[config.mk]
export PLATFORM = sky130hd
export DESIGN_NAME = i2c_register_access_master_core_flat
export DESIGN_NICKNAME = d
export VERILOG_FILES = /design/src/rtl/i2cm_pkg.sv /design/src/rtl/i2cm_if.sv /design/src/rtl/i2c_register_access_master_core.sv /design/src/flat_wrapper.sv
export SDC_FILE = /design/constraint.sdc
export NUM_CORES = 1
export LEC_CHECK = 0
export ABC_AREA = 1
export BUFFER_PORTS_ARGS = -buffer_cell sky130_fd_sc_hd__buf_2
export CAP_MARGIN = 25
export CORE_ASPECT_RATIO = 0.8
export CORE_UTILIZATION = 40
export CTS_CLUSTER_SIZE = 16
export DETAILED_ROUTE_END_ITERATION = 6
export REMOVE_ABC_BUFFERS = 1
export SETUP_SLACK_MARGIN = 0.15
export SLEW_MARGIN = 20
export SYNTH_ARGS = -nofsm -noshare
export SYNTH_HDL_FRONTEND = slang
export SYNTH_SLANG_ARGS = --single-unit
[constraint.sdc]
create_clock -name i_clk -period 1.3 [get_ports i_clk]
set_input_delay 0.13 -clock i_clk [delete_from_list [all_inputs] [get_ports i_clk]]
set_output_delay 0.13 -clock i_clk [all_outputs]
set_load 0.02 [all_outputs]
[src/rtl/i2cm_pkg.sv]
// Shared codes, widths and beat payload types for the I2C register access master.
package i2cm_pkg;

    // Request codes carried in the kind field
    localparam logic [1:0] KIND_WRITE = 2'd0;
    localparam logic [1:0] KIND_READ  = 2'd1;
    localparam logic [1:0] KIND_TICK  = 2'd2;

    // Field widths
    localparam int KIND_W = 2;
    localparam int BYTE_W = 8;

    // Read bit set in the device byte of the read phase
    localparam logic [BYTE_W-1:0] RW_READ_BIT = 8'h01;

    // Bits per byte on the bus
    localparam logic [3:0] BITS_PER_BYTE = 4'd8;

    // Byte sequence steps
    localparam logic [2:0] STEP_DEVICE   = 3'd0;
    localparam logic [2:0] STEP_REGISTER = 3'd1;
    localparam logic [2:0] STEP_DATA     = 3'd2;
    localparam logic [2:0] STEP_RD_DEV   = 3'd3;
    localparam logic [2:0] STEP_RD_DATA  = 3'd4;

    // Input beat payload
    typedef struct packed {
        logic [KIND_W-1:0] kind;
        logic [BYTE_W-1:0] device_address;
        logic [BYTE_W-1:0] register_address;
        logic [BYTE_W-1:0] write_data;
        logic              sda_in;
    } t_in_beat;

    // Result beat payload
    typedef struct packed {
        logic              scl;
        logic              sda_out;
        logic              busy_res;
        logic              done_res;
        logic [BYTE_W-1:0] read_data;
        logic              request_dropped;
    } t_out_beat;

endpackage

[src/rtl/i2cm_if.sv]
// Valid/ready channel interfaces for request beats and result beats.
interface i2cm_in_if;
    logic                          valid;
    logic                          ready;
    logic [i2cm_pkg::KIND_W-1:0]   kind;
    logic [i2cm_pkg::BYTE_W-1:0]   device_address;
    logic [i2cm_pkg::BYTE_W-1:0]   register_address;
    logic [i2cm_pkg::BYTE_W-1:0]   write_data;
    logic                          sda_in;

    modport source (output valid, kind, device_address, register_address, write_data,
                    sda_in, input ready);
    modport sink   (input valid, kind, device_address, register_address, write_data,
                    sda_in, output ready);
endinterface

interface i2cm_out_if;
    logic                          valid;
    logic                          ready;
    logic                          scl;
    logic                          sda_out;
    logic                          busy_res;
    logic                          done_res;
    logic [i2cm_pkg::BYTE_W-1:0]   read_data;
    logic                          request_dropped;

    modport source (output valid, scl, sda_out, busy_res, done_res, read_data,
                    request_dropped, input ready);
    modport sink   (input valid, scl, sda_out, busy_res, done_res, read_data,
                    request_dropped, output ready);
endinterface

[src/rtl/i2c_register_access_master_core.sv]
// Top level: I2C master sequencer for single register writes and reads.
// Each request beat on i_in yields exactly one result beat on o_res, registered when it is
// accepted; a new beat is taken every cycle as long as the result register is empty or is
// being drained in the same cycle, so the sustained rate is one beat per cycle, set by the
// single registered state update of the bus sequencer. A write or read request is latched
// when the sequencer is idle and flagged as dropped otherwise. Each tick beat advances the
// bus by one half-period and reports the SCL and SDA levels driven for it: a write takes
// 58 ticks (START, device, register, data, STOP) and a read takes 80 (START, device,
// register, STOP, START, device with read bit, eight sampled bits, NACK, STOP). The
// acknowledge bit is released and not checked.
module i2c_register_access_master_core (
    input  logic        i_clk,
    input  logic        i_rst_n,
    i2cm_in_if.sink     i_in,
    i2cm_out_if.source  o_res
);

    typedef enum logic [3:0] {
        PH_IDLE   = 4'd0,
        PH_STA_A  = 4'd1,
        PH_STA_B  = 4'd2,
        PH_SND_HI = 4'd3,
        PH_SND_LO = 4'd4,
        PH_ACK_HI = 4'd5,
        PH_ACK_LO = 4'd6,
        PH_STO_A  = 4'd7,
        PH_STO_B  = 4'd8,
        PH_RCV_HI = 4'd9,
        PH_RCV_LO = 4'd10,
        PH_NAK_HI = 4'd11,
        PH_NAK_LO = 4'd12
    } t_phase;

    // Sequencer state
    t_phase                        r_phase,    n_phase;
    logic [3:0]                    r_bit_cnt,  n_bit_cnt;
    logic [2:0]                    r_step,     n_step;
    logic [i2cm_pkg::BYTE_W-1:0]   r_shift,    n_shift;
    logic [i2cm_pkg::BYTE_W-1:0]   r_captured, n_captured;
    logic                          r_is_read,  n_is_read;
    logic [i2cm_pkg::BYTE_W-1:0]   r_dev,      n_dev;
    logic [i2cm_pkg::BYTE_W-1:0]   r_reg,      n_reg;
    logic [i2cm_pkg::BYTE_W-1:0]   r_data,     n_data;
    logic                          r_scl,      n_scl;
    logic                          r_sda,      n_sda;

    // Result register
    logic                          r_out_valid;
    i2cm_pkg::t_out_beat           r_out,      n_out;

    logic                          in_accept;
    logic                          n_done;
    logic                          n_dropped;
    logic [3:0]                    bit_cnt_inc;
    logic [i2cm_pkg::BYTE_W-1:0]   step_byte;

    assign i_in.ready = !r_out_valid || o_res.ready;
    assign in_accept  = i_in.valid && i_in.ready;
    assign bit_cnt_inc = r_bit_cnt + 4'd1;

    // Byte to load when a send begins at the current step
    always_comb begin
        case (r_step)
            i2cm_pkg::STEP_DEVICE:   step_byte = r_dev;
            i2cm_pkg::STEP_REGISTER: step_byte = r_reg;
            i2cm_pkg::STEP_DATA:     step_byte = r_data;
            default:                 step_byte = r_dev | i2cm_pkg::RW_READ_BIT;
        endcase
    end

    // Next state for one accepted beat
    always_comb begin
        n_phase    = r_phase;
        n_bit_cnt  = r_bit_cnt;
        n_step     = r_step;
        n_shift    = r_shift;
        n_captured = r_captured;
        n_is_read  = r_is_read;
        n_dev      = r_dev;
        n_reg      = r_reg;
        n_data     = r_data;
        n_scl      = r_scl;
        n_sda      = r_sda;
        n_done     = 1'b0;
        n_dropped  = 1'b0;

        if (i_in.kind == i2cm_pkg::KIND_WRITE || i_in.kind == i2cm_pkg::KIND_READ) begin
            if (r_phase != PH_IDLE) begin
                n_dropped = 1'b1;
            end else begin
                n_dev     = i_in.device_address;
                n_reg     = i_in.register_address;
                n_data    = i_in.write_data;
                n_is_read = (i_in.kind == i2cm_pkg::KIND_READ);
                n_step    = i2cm_pkg::STEP_DEVICE;
                n_bit_cnt = 4'd0;
                n_phase   = PH_STA_A;
            end
        end else if (i_in.kind == i2cm_pkg::KIND_TICK) begin
            case (r_phase)
                PH_STA_A: begin
                    n_scl = 1'b1; n_sda = 1'b1;
                    n_phase = PH_STA_B;
                end
                PH_STA_B: begin
                    n_scl = 1'b1; n_sda = 1'b0;
                    n_shift = step_byte;
                    n_bit_cnt = 4'd0;
                    n_phase = PH_SND_HI;
                end
                PH_SND_HI: begin
                    n_scl = 1'b1; n_sda = r_shift[i2cm_pkg::BYTE_W-1];
                    n_phase = PH_SND_LO;
                end
                PH_SND_LO: begin
                    n_scl = 1'b0; n_sda = r_shift[i2cm_pkg::BYTE_W-1];
                    n_shift = {r_shift[i2cm_pkg::BYTE_W-2:0], 1'b0};
                    n_bit_cnt = bit_cnt_inc;
                    n_phase = (bit_cnt_inc >= i2cm_pkg::BITS_PER_BYTE) ? PH_ACK_HI : PH_SND_HI;
                end
                PH_ACK_HI: begin
                    // acknowledge slot: line released, response not checked
                    n_scl = 1'b1; n_sda = 1'b1;
                    n_phase = PH_ACK_LO;
                end
                PH_ACK_LO: begin
                    n_scl = 1'b0; n_sda = 1'b1;
                    if (r_step == i2cm_pkg::STEP_DEVICE) begin
                        n_step = i2cm_pkg::STEP_REGISTER;
                        n_shift = r_reg;
                        n_bit_cnt = 4'd0;
                        n_phase = PH_SND_HI;
                    end else if (r_step == i2cm_pkg::STEP_REGISTER) begin
                        if (r_is_read) begin
                            n_phase = PH_STO_A;
                        end else begin
                            n_step = i2cm_pkg::STEP_DATA;
                            n_shift = r_data;
                            n_bit_cnt = 4'd0;
                            n_phase = PH_SND_HI;
                        end
                    end else if (r_step == i2cm_pkg::STEP_RD_DEV) begin
                        n_step = i2cm_pkg::STEP_RD_DATA;
                        n_shift = '0;
                        n_bit_cnt = 4'd0;
                        n_phase = PH_RCV_HI;
                    end else begin
                        n_phase = PH_STO_A;
                    end
                end
                PH_STO_A: begin
                    n_scl = 1'b1; n_sda = 1'b0;
                    n_phase = PH_STO_B;
                end
                PH_STO_B: begin
                    n_scl = 1'b1; n_sda = 1'b1;
                    // stop, then a new start into the read phase after the register byte
                    if (r_is_read && r_step == i2cm_pkg::STEP_REGISTER) begin
                        n_step = i2cm_pkg::STEP_RD_DEV;
                        n_phase = PH_STA_A;
                    end else begin
                        n_phase = PH_IDLE;
                        n_done = 1'b1;
                    end
                end
                PH_RCV_HI: begin
                    n_scl = 1'b1; n_sda = 1'b1;
                    n_shift = {r_shift[i2cm_pkg::BYTE_W-2:0], i_in.sda_in};
                    n_phase = PH_RCV_LO;
                end
                PH_RCV_LO: begin
                    n_scl = 1'b0; n_sda = 1'b1;
                    n_bit_cnt = bit_cnt_inc;
                    if (bit_cnt_inc >= i2cm_pkg::BITS_PER_BYTE) begin
                        n_captured = r_shift;
                        n_phase = PH_NAK_HI;
                    end else begin
                        n_phase = PH_RCV_HI;
                    end
                end
                PH_NAK_HI: begin
                    n_scl = 1'b1; n_sda = 1'b1;
                    n_phase = PH_NAK_LO;
                end
                PH_NAK_LO: begin
                    n_scl = 1'b0; n_sda = 1'b1;
                    n_phase = PH_STO_A;
                end
                default: begin
                    // idle or unused code: lines released, sequencer parked
                    n_scl = 1'b1; n_sda = 1'b1;
                    n_phase = PH_IDLE;
                end
            endcase
        end

        n_out.scl             = n_scl;
        n_out.sda_out         = n_sda;
        n_out.busy_res        = (n_phase != PH_IDLE);
        n_out.done_res        = n_done;
        n_out.read_data       = n_captured;
        n_out.request_dropped = n_dropped;
    end

    // State and result registers
    always_ff @(posedge i_clk) begin
        if (!i_rst_n) begin
            r_phase     <= PH_IDLE;
            r_bit_cnt   <= 4'd0;
            r_step      <= i2cm_pkg::STEP_DEVICE;
            r_shift     <= '0;
            r_captured  <= '0;
            r_is_read   <= 1'b0;
            r_dev       <= '0;
            r_reg       <= '0;
            r_data      <= '0;
            r_scl       <= 1'b1;
            r_sda       <= 1'b1;
            r_out_valid <= 1'b0;
            r_out       <= '0;
        end else begin
            if (in_accept) begin
                r_phase     <= n_phase;
                r_bit_cnt   <= n_bit_cnt;
                r_step      <= n_step;
                r_shift     <= n_shift;
                r_captured  <= n_captured;
                r_is_read   <= n_is_read;
                r_dev       <= n_dev;
                r_reg       <= n_reg;
                r_data      <= n_data;
                r_scl       <= n_scl;
                r_sda       <= n_sda;
                r_out_valid <= 1'b1;
                r_out       <= n_out;
            end else if (o_res.ready) begin
                r_out_valid <= 1'b0;
            end
        end
    end

    assign o_res.valid           = r_out_valid;
    assign o_res.scl             = r_out.scl;
    assign o_res.sda_out         = r_out.sda_out;
    assign o_res.busy_res        = r_out.busy_res;
    assign o_res.done_res        = r_out.done_res;
    assign o_res.read_data       = r_out.read_data;
    assign o_res.request_dropped = r_out.request_dropped;

    // Idle bus leaves both lines released
    a_idle_released: assert property (@(posedge i_clk) disable iff (!i_rst_n)
        (r_phase == PH_IDLE) |-> (r_scl && r_sda))
        else $error("idle sequencer with a line pulled low");

    // Bit counter never passes one byte
    a_bit_cnt_range: assert property (@(posedge i_clk) disable iff (!i_rst_n)
        r_bit_cnt <= i2cm_pkg::BITS_PER_BYTE)
        else $error("bit counter overran a byte");

    // A finished transaction reports not busy
    a_done_not_busy: assert property (@(posedge i_clk) disable iff (!i_rst_n)
        (r_out_valid && r_out.done_res) |-> !r_out.busy_res)
        else $error("done reported while still busy");

    // A dropped request was seen while a transaction ran
    a_drop_busy: assert property (@(posedge i_clk) disable iff (!i_rst_n)
        (in_accept && n_dropped) |=> (r_phase != PH_IDLE) && r_out.busy_res)
        else $error("request dropped with sequencer idle");

endmodule

[src/flat_wrapper.sv]
// flat-port wrapper written by rule: the top's interface ports become plain ports
module i2c_register_access_master_core_flat 
  (i_clk, i_rst_n, i_in_valid, i_in_kind, i_in_device_address, i_in_register_address, i_in_write_data, i_in_sda_in, i_in_ready, o_res_valid, o_res_scl, o_res_sda_out, o_res_busy_res, o_res_done_res, o_res_read_data, o_res_request_dropped, o_res_ready);
  i2cm_in_if i_in_i ();
  i2cm_out_if o_res_i ();
  input  logic i_clk;
  input  logic i_rst_n;
  input wire logic [$bits(i_in_i.valid)-1:0] i_in_valid;
  input wire logic [$bits(i_in_i.kind)-1:0] i_in_kind;
  input wire logic [$bits(i_in_i.device_address)-1:0] i_in_device_address;
  input wire logic [$bits(i_in_i.register_address)-1:0] i_in_register_address;
  input wire logic [$bits(i_in_i.write_data)-1:0] i_in_write_data;
  input wire logic [$bits(i_in_i.sda_in)-1:0] i_in_sda_in;
  output wire logic [$bits(i_in_i.ready)-1:0] i_in_ready;
  output wire logic [$bits(o_res_i.valid)-1:0] o_res_valid;
  output wire logic [$bits(o_res_i.scl)-1:0] o_res_scl;
  output wire logic [$bits(o_res_i.sda_out)-1:0] o_res_sda_out;
  output wire logic [$bits(o_res_i.busy_res)-1:0] o_res_busy_res;
  output wire logic [$bits(o_res_i.done_res)-1:0] o_res_done_res;
  output wire logic [$bits(o_res_i.read_data)-1:0] o_res_read_data;
  output wire logic [$bits(o_res_i.request_dropped)-1:0] o_res_request_dropped;
  input wire logic [$bits(o_res_i.ready)-1:0] o_res_ready;
  assign i_in_i.valid = i_in_valid;
  assign i_in_i.kind = i_in_kind;
  assign i_in_i.device_address = i_in_device_address;
  assign i_in_i.register_address = i_in_register_address;
  assign i_in_i.write_data = i_in_write_data;
  assign i_in_i.sda_in = i_in_sda_in;
  assign i_in_ready = i_in_i.ready;
  assign o_res_valid = o_res_i.valid;
  assign o_res_scl = o_res_i.scl;
  assign o_res_sda_out = o_res_i.sda_out;
  assign o_res_busy_res = o_res_i.busy_res;
  assign o_res_done_res = o_res_i.done_res;
  assign o_res_read_data = o_res_i.read_data;
  assign o_res_request_dropped = o_res_i.request_dropped;
  assign o_res_i.ready = o_res_ready;
  i2c_register_access_master_core u_core (.i_clk(i_clk), .i_rst_n(i_rst_n), .i_in(i_in_i), .o_res(o_res_i));
endmodule
# == Word level (Yosys, flattened, before mapping) ==
# Cells that the tools add are included.
# classes
n_addsub,1
magnitude_cmp,1
n_eq_ne,23
mux,48
bitwise,2
reduce_logical,23
# ops
op,count
$mux W4,13
$pmux W4 S12,1
$mux W8,4
$pmux W8 S4,1
$mux W3,10
$pmux W8 S3,1
$eq A4 B4 Y1 const B,5
$eq A4 B3 Y1 const B,4
$reduce_bool A4 Y1,4
$mux W1,14
$pmux W4 S3,1
$reduce_and A6 Y1,2
$eq A4 B2 Y1 const B,2
$reduce_and A7 Y1,1
$eq A3 B2 Y1 const B,2
$pmux W3 S2,1
$reduce_or A2 Y1,3
$ne A5 B1 Y1 const B,1
$ne A5 B5 Y1 const B,1
$reduce_and A5 Y1,1
$add A4 B1 Y4 const B,1
$eq A4 B1 Y1 const B,1
$ge A4 B4 Y1 const B,1
$ne A4 B1 Y1 const B,1
18 further kinds,22
# word_totals
reg_bits,60
in_bits,31
output_inout_bits,15
elab_cells,115

# == Logic depth before layout (Yosys ltp) ==
# Gate-level depths: netlist of run 1.
# depth
ltp_word,8
mapped_depth,13
mapped_depth_nobuf,12

# == Worst setup path after synthesis of run 1 ==
# OpenSTA, ideal clock, no wires.
# synth_timing
kind,reg-to-reg
from,"reg u_core.r_out_valid, in the netlist u_core.o_res.valid"
to,reg u_core.r_captured[6] (netlist bit)
setup_ps,119
t_arrival_ps,1433
required_time_ps,1181
path_slack_ps,-252
path_stages_with_launch,9
n_path_buf,2
period_less_slack_ps,1552
cell_sequence,dfxtp_1 nand2_2 nand2_1 buf_4 nor2_4 nand3_1 buf_2 o21ai_0 a21oi_1
# synth_via
elab_chain_cells,4
# synth_lines
element,line,source
from (decl),i2c_register_access_master_core.sv:48,logic r_out_valid;
from (signal assigned),i2c_register_access_master_core.sv:219,r_out_valid <= 1'b0;
from (signal assigned),i2c_register_access_master_core.sv:234,r_out_valid <= 1'b1;
from (signal assigned),i2c_register_access_master_core.sv:237,r_out_valid <= 1'b0;
$logic_not A1 Y1,i2c_register_access_master_core.sv:57,assign i_in.ready = !r_out_valid || o_res.ready;
$logic_or A1 B1 Y1,i2c_register_access_master_core.sv:57,
via i_in_ready,flat_wrapper.sv:14,output wire logic [$bits(i_in_i.ready)-1:0] i_in_ready;
$logic_and A1 B1 Y1,i2c_register_access_master_core.sv:58,assign in_accept = i_in.valid && i_in.ready;
$reduce_and A5 Y1 (no line),--,
to (signal assigned),i2c_register_access_master_core.sv:227,r_captured <= n_captured;
to (decl),i2c_register_access_master_core.sv:39,"logic [i2cm_pkg::BYTE_W-1:0] r_captured, n_captured;"
# The timed path passes the listed nets, and every way through them passes these cells.
# A chain may end at the register's enable or synchronous reset.

# == Worst setup path in the final report of run 1 ==
# layout_timing
from,reg u_core.r_step[0]
to,reg u_core.r_step[0]
# layout_via
elab_chain_cells,6
word_cells_on_any_way,13
cone_classes,eq/ne (5); mux (5); reduce/logical (3)
# layout_lines
element,line,source
from (decl),i2c_register_access_master_core.sv:37,"logic [2:0] r_step, n_step;"
from (signal assigned),i2c_register_access_master_core.sv:210,r_step <= i2cm_pkg::STEP_DEVICE;
from (signal assigned),i2c_register_access_master_core.sv:225,r_step <= n_step;
$eq A3 B1 Y1,"i2c_register_access_master_core.sv:133, i2c_register_access_master_core.sv:158",
$mux W3,i2c_register_access_master_core.sv:133,end else if (r_step == i2cm_pkg::STEP_REGISTER) begin
$mux W3,i2c_register_access_master_core.sv:128,if (r_step == i2cm_pkg::STEP_DEVICE) begin
$pmux W3 S2,i2c_register_access_master_core.sv:100,case (r_phase)
$mux W3,i2c_register_access_master_core.sv:99,end else if (i_in.kind == i2cm_pkg::KIND_TICK) begin
$mux W3,i2c_register_access_master_core.sv:87,if (i_in.kind == i2cm_pkg::KIND_WRITE || i_in.kind == i2cm_pkg::KIND_READ) begin
# Parallel ways exist; a longest one is shown, timed or not. The select of a mux whose other input is x is not followed.

==> results.md, run 1 <==
- STA classifies the critical path startpoint as a flop.
- The post-synthesis cell area is 3080 µm².
- The gate count of the mapped netlist is 451.
- The count of hold-fix buffers inserted at cts is 0.
- Once layout is complete, the utilization of the core stands at 0.643.
- In the detailed route, the total length drawn on met2 is 4.34 mm.
- The total routed wirelength is 9.81 mm.
- The number of max-slew violations in the final report is 0.
- Input and output buffers added on the ports amount to 45.
- The kind of cell adding the most delay to the critical path is simple AND/OR/NAND/NOR gates.
- The synthesized netlist contains 28 unique library cells.
- The checks that failed: negative setup slack.
- The detailed router finished its first iteration with 256 violations.
- The minimum setup slack among reg-to-reg paths is -0.25 ns.
- The buffer depth of the longest clock path is 2.
- Together, buffers and inverters on the worst path number 0.
- The number of setup violations in the final report is 56.
- The net count of the finished layout is 594.
- The post-synthesis average cell area is 6.82 µm².
- The data required time at the worst endpoint is 1.54 ns.
- The startpoint identified for the worst hold timing path is i_in_device_address[5].
- The count of pins on the block boundary is 46.
- The worst setup timing slack at the placement stage is -0.258 ns.
- The actual slew at the worst max-slew pin is 0.491 ns.
- The final estimated routing congestion in global placement is 0.912.
- The worst pin sits at a relative slew slack of 0.673.
- Dividing the final minimum period by the clock period gives 1.20.
- In the post-synthesis netlist, the biggest area contributors are dfxtp_1 (39%), nand2_1 (12%), a21oi_1 (9.0%).
- Dividing the detail-routed via count by the number of cells gives 5.12.
- Across all hold checks on the routed design, the worst slack comes to 0.00857 ns.
- The switching fraction of total power is 0.280.
- The worst endpoint data arrival time is 1.79 ns.
- In this design, the stage delay of the slowest critical-path cell is 0.47 ns.
- The slowest stage of the critical path belongs to the cell dfxtp_1.
- The count of yosys warnings during synthesis is 0.
- The highest metal layer with signal wires is met4.
- The pin count of the biggest net entering global routing is 38.
- Clock skew on the completed layout was measured at 0.0110 ns.
- The routed wirelength normalized by instance count is 14.6 µm.
- The number of antenna violations at the first check in global routing was 0.
- The final worst slack is -0.254 ns.
- The power per cell area is 1000 nW/µm².
- The clock edge transition at the registers on the reported setup and hold paths is 0.07 ns.
- In the final layout, the share of cells above drive strength 1 is 0.464.
- Max-cap violations in this run came to 0.
- The highest clock frequency the design can meet is 0.643 GHz.
- The hold path depth is 3.
- The maximum fanout along the worst path is 5.
- The placed wire-length estimate after detailed placement is 6.33 mm.
- In this run the critical register-to-register path is launched from u_core.r_step[0].
- The clock latency at the later pin of the worst-skew pair is 0.36 ns.
- The count of nets left with antenna violations once routing finished came out at 0.
- The net switching power figure is 1.34 mW.
- The combinational fraction of design power is 0.189.
- The clock tree synthesis step divided the H-tree into 3 levels.
- The internal power of the cells is 3.44 mW.
- After floorplanning, the core was sized to cover 7430 µm².
- The largest total area in the synthesized netlist belongs to dfxtp_1.
- The nature of the critical path endpoint is a flop.
- The area of the die is 8050 µm².
- The flow ran to the end, but the final reports show violations.
- The worst register-to-register path ends at u_core.r_step[0].
- The first detailed-routing pass took 5 iterations.
- IR analysis of the VDD net gives a maximum drop of 903 µV.
- Of the total power, registers draw 0.414.
- The analysis attributes to cell leakage a power of 1.98 nW.
- Counting cells, the worst reg-to-reg path comes to 7.
- The class of the tightest hold or removal check is in -> reg.
- Subtracting the final worst setup slack from the clock period gives 1.55 ns.
- The number of hold violations in the final report came to 0.
- The CTS tree is built.
- The detailed-route wire length on metal 1 is 4.79 mm.
- The initial cell density of the core is 0.414.
- The overall via count from detail_route is 3,443.
- The share of the synthesized area in the top cell type is 0.391.
- Setup repair after global routing could not meet its margin everywhere.
- The accumulated negative setup slack is -7.80 ns.
- The width of the chip is 100 µm.
- The number of global-route vias before repair is 3,217.
- The first global-routing pass estimated 15.4 mm of wire.
- The initialized floorplan defines 28 standard-cell rows.
- After global routing the overflow that remains totals 0.
- Relative to the synthesized area, the layout overhead comes to 55.3%.
- For this run, the total global-route usage over all layers was measured as 0.248.
- The power share of the clock group is 0.397.
- The number of antenna diodes in the final layout is 0.
- The remaining design rule violation count is 0.
- For hold timing, the worst endpoint is u_core.r_dev[5].
- TritonCTS created 9 clock buffers.
- The TritonCTS sink count is 60.
- The tree is rooted in a clkbuf_8.
- Walking the worst path, the cells encountered are nand3_1 > nand4_1 > nand2_4 > nor2_4 > nand2_1 > o21ai_1 > nor2_1.
- The wire length on met3 is 538 µm.
- The floorplan step set the die height to 80.4 µm.
- The critical path is of the reg -> reg type.
- The sequential area share after synthesis is 0.391.
- Counting flops and latches in the post-synthesis netlist gives 60.
-- worst max path at each step --
stage / start / to / slack (ns) / cells after the start
floorplan: u_core.o_res.valid / u_core.r_dev[0] / -1.07 / 7
global placement: u_core.r_phase[3] / u_core.r_shift[4] / -0.23 / 9
CTS: u_core.r_phase[3] / u_core.r_step[0] / -0.15 / 10
finish: u_core.r_step[0] / u_core.r_step[0] / -0.25 / 7
global route: u_core.r_step[0] / u_core.r_step[0] / -0.33 / 7
detailed placement: u_core.r_phase[3] / u_core.r_shift[4] / -0.26 / 9
-- cells by family after synthesis --
| group | synth area share |
|---|---|
| buf+inv | 0.101 |
| xor+xnor | 0.00285 |
| fa+ha+maj | 0.00407 |
| compound gates | 0.213 |
| flops | 0.391 |
| simple gates | 0.288 |
-- power groups by stage --
stage | logic, mW | registers (mW) | clock network, mW
4_1_cts | 0.801 | 1.97 | 1.91
5_1_grt | 0.978 | 1.99 | 1.98
2_1_floorplan | 0.344 | 2.02 | 0
3_5_place_dp | 0.666 | 2.01 | 0
3_3_place_gp | 0.659 | 2.01 | 0
6_report | 0.903 | 1.98 | 1.90
-- layer usage --
layer  GRT usage  vias up
met5           0        -
met4      0.0855        0
met3      0.0601       15
met2       0.382      108
met1       0.338     1597
li1            -     1723
-- metrics by stage --
stage	instances	instance area, µm²	total power, mW
after floorplan	434	2980	2.37
after global placement	636	3760	2.67
after detailed placement	636	3760	2.68
after CTS	666	4520	4.68
after global routing	672	4780	4.95
final	672	4780	4.78
-- worst min-delay path, cell delays in order --
cell and delay, ns:
buf_2 0.07, o21ai_1 0.06, nor2_1 0.07
-- cell usage after synthesis --
master	count
o2111ai_1	8
o22ai_1	8
nand3_4	1
xnor2_1	1
nor3_1	4
nand3_1	20
inv_2	4
clkinv_1	2
nand4_1	8
inv_4	1
nand2_1	96
o211ai_1	2
o21ai_0	47
nor2_2	5
dfxtp_1	60
nand2_2	7
clkbuf_1	9
inv_1	49
nor2_1	44
buf_2	3
buf_6	3
nand2_4	2
a21oi_1	55
ha_1	1
nor2_4	5
o21ai_1	2
buf_4	2
nand3_2	2
-- final cells by class --
| cell class | count | area, µm² |
|---|---|---|
| clock buffer | 12 | 145 |
| clock inverter | 4 | 72.6 |
| fill | 640 | 2650 |
| inverter | 56 | 233 |
| multi-input combinational | 319 | 2050 |
| sequential | 60 | 1220 |
| tap | 105 | 131 |
| timing repair buffer | 116 | 918 |
-- what timing repair did --
item                                    4_1_cts  5_1_grt
gates resized for setup                     148       48
pin swaps                                    41       23
endpoints found under the setup margin       60       60
cloned                                        2        2
buffers inserted                             12        4
-- cells in the final DEF (no fill, tap or decap), types with 6 or more instances in the layout --
cell,count
nand4_1,8
nand2_2,17
o21ai_1,6
nor2_2,7
nand2_1,74
buf_6,12
o21ai_2,32
inv_1,44
dfxtp_1,53
nor2_4,14
a21oi_1,37
nand3_1,15
buf_4,52
clkbuf_8,10
nor2_1,33
buf_2,44
nand2_4,12
o21ai_0,11
a21oi_2,17
o2111ai_1,7
No activity file was read; power rests on OpenSTA's default activity.
==> inputs of run 2 (changes only) <==
- CORE_UTILIZATION: 40 -> 51
- CTS_CLUSTER_SIZE: 16 -> 25
- PLACE_DENSITY: unset -> 0.8
==> results.md, run 2 (same netlist as run 1, synthesis figures left out) <==
- On the final layout, the worst clock skew is 0.0142 ns.
- Setup repair after global routing could not meet its margin everywhere.
- The longest clock path from root to sink contains 2 buffers.
- met2 is the most crowded layer.
- The net switching power figure is 1.53 mW.
- The share of total power dissipated in the clock network is 0.424.
- The nature of the critical path endpoint is a flop.
- The worst hold path belongs to the class in -> reg.
- The number of design-rule violations left by the first detailed-router iteration is 714.
- The checks that failed: negative setup slack.
- The final layout contains routed wiring with a total length of 13.4 mm.
- The final worst slack is -0.333 ns.
- The peak per-stage delay on the critical path is 0.38 ns.
- The run finished, with violations left.
- 46 I/O pins were placed.
- Once layout is done, the placed cells without fillers occupy 4860 µm².
- The global-route total usage across every layer is 0.360.
- In the finished design, the share of the clock period the worst path needs comes to 1.26.
- In the layout the commonest cells are nand2_1 (80), dfxtp_1 (52), buf_4 (46), buf_2 (44), inv_1 (43).
- In the global route stage, met2 resource usage came out at 0.562.
- In this run the number of H-tree levels came out at 3.
- The number of antenna violations at the first check in global routing is 0.
- The first global-routing pass estimated 17.2 mm of wire.
- TritonCTS created 9 clock buffers.
- The worst path in the final design needs a cycle of 1.63 ns, including I/O delays and setup.
- The hold slack is 0.00876 ns.
- The number of global-route vias before repair came to 3,479.
- The net count of the finished layout is 593.
- The overall via count from detail_route is 4,140.
- At the later pin of the worst-skew pair, clock insertion delay measures 0.37 ns.
- Together, buffers and inverters on the worst path number 4.
- In this run the clock root is driven by a clkbuf_8.
- The count of buffers added on input and output ports is 45.
- The ratio of cells with drive above 1 in the final layout is 0.481.
- Across the VDD grid, the largest voltage drop is 861 µV.
- From left edge to right edge, the die measures 88.8 µm.
- The die covers 6350 µm².
- The switching fraction of total power is 0.292.
- The count of TritonRoute iterations in the first routing pass is 6.
- The region available for standard cell placement spans 5620 µm².
- Among cell families on the critical path, the largest total delay comes from simple AND/OR/NAND/NOR gates.
- Row generation in the floorplan step produced 24 rows.
- The total of fill cells in the finished design is 281.
- The sequential share of power is 0.381.
- The count of max-cap constraint violations is 0.
- Dividing total power by cell area gives a power density of 1080 nW/µm².
- For this configuration, the core starts out at a cell density of 0.548.
- The internal power of the cells is 3.71 mW.
- The leading cell type in the layout, fill and taps excluded is nand2_1.
- The number of hold violations in the final report was 0.
- The mean number of vias per cell is 6.43.
- The depth of the worst register-to-register path is 9.
- The highest clock frequency the design can meet is 0.613 GHz.
- The number of setup violations in the final report is 58.
- Compared with the post-synthesis result, the final layout area differs by 58.0%.
- After detailed placement, the total cell area comes to 3740 µm².
- CTS saw 60 sinks.
- In the final routed layout, each cell accounts on average for 20.9 µm.
- The pin count of the biggest net entering global routing is 38.
- The antenna diode count is 0.
- The critical path crosses 9 cells after its start point.
- Among all stages on the critical path, the largest delay is contributed by dfxtp_4.
- The signal on the critical path passes through inv_4 > nand2_4 > nor2_4 > nand3_4 > buf_6 > buf_12 > clkinvlp_4 > nor2_2 > nor2_1.
- The CTS tree is built.
- In the global route stage, met3 resource usage came out at 0.0703.
- The worst pin sits at a relative slew slack of 0.594.
- The worst hold path passes through 3 cells.
- The static leakage is 2.01 nW.
- For the worst setup path, the data required time is 1.60 ns.
- The share of total power dissipated in combinational logic is 0.195.
- The floorplan step set the die height to 71.5 µm.
- The actual slew at the worst max-slew pin is 0.609 ns.
- The placed wire-length estimate after detailed placement is 6.29 mm.
- The remaining design rule violation count is 0.
- The maximum fanout along the worst path is 8.
- The critical path is of the reg -> reg type.
- For this run the aggregate overflow at the end of global routing stands at 0.
- The antenna violation net count after detailed routing is 0.
- After clock tree synthesis, the clock-pin slew on the worst setup and hold paths is 0.08 ns.
- The fraction of met1 tracks used by global routing is 0.491.
- Data on the critical path arrives at its endpoint at 1.93 ns.
- The type of origin of the critical path is a flop.
- The number of max-slew violations in the final report came to 0.
- The final estimated routing congestion in global placement is 0.979.
run 2: power groups by stage:
| stage | clock network, mW | logic, mW | registers, mW |
|---|---|---|---|
| final | 2.22 | 1.02 | 2.00 |
| after global routing | 2.27 | 1.07 | 2.00 |
| after CTS | 2.15 | 0.812 | 1.98 |
| after detailed placement | 0 | 0.658 | 2.02 |
| after global placement | 0 | 0.643 | 2.01 |
| after floorplan | 0 | 0.344 | 2.02 |
run 2: final timing paths:
kind                          start              endpoint  slack, ns
max reg2reg       u_core.r_phase[0]       u_core.r_dev[2]      -0.33
max               u_core.r_phase[0]       u_core.r_dev[2]      -0.33
min          i_in_device_address[5]       u_core.r_dev[5]      0.009
min reg2reg    u_core.r_captured[7]  u_core.r_captured[7]       0.44
run 2: repair_timing:
item | CTS | global route
hold buffers | 0 | 0
pin swaps | 33 | 26
setup buffers | 10 | 4
gates cloned | 4 | 0
gates resized for setup | 135 | 81
setup endpoints to repair | 60 | 60
run 2: metrics by stage:
| stage | total power [mW] | TNS, ns | std cells | setup slack, ns | util |
|---|---|---|---|---|---|
| 2_1_floorplan | 2.37 | -30.89 | 434 | -1.07 | - |
| 3_3_place_gp | 2.65 | -7.20 | 610 | -0.215 | 0.665 |
| 3_5_place_dp | 2.68 | -9.01 | 610 | -0.256 | 0.665 |
| 4_1_cts | 4.94 | -4.43 | 640 | -0.156 | 0.804 |
| 5_1_grt | 5.33 | -13.93 | 644 | -0.475 | 0.865 |
| 6_report | 5.24 | -11.35 | 644 | -0.333 | 0.865 |
run 2: worst reg2reg max path: stages, from the launching register on:
cell and delay, ns:
dfxtp_4 0.38, inv_4 0.10, nand2_4 0.09, nor2_4 0.18, nand3_4 0.14, buf_6 0.16, buf_12 0.14, clkinvlp_4 0.18
nor2_2 0.06, nor2_1 0.13
run 2: metal layers:
layer / routed length, µm / up-vias
met2: 5950 / 437
li1: - / 1719
met4: 945 / 0
met3: 1770 / 140
met5: 0 / -
met1: 4770 / 1844
run 2: layout make-up:
| cell class | count | area, µm² | area share |
|---|---|---|---|
| inverter | 56 | 229 | 0.0471 |
| clock buffer | 12 | 155 | 0.0319 |
| tap | 78 | 97.6 | 0.0201 |
| timing repair buffer | 115 | 931 | 0.192 |
| clock inverter | 4 | 95.1 | 0.0196 |
| sequential | 60 | 1220 | 0.251 |
| multi-input combinational | 319 | 2130 | 0.439 |
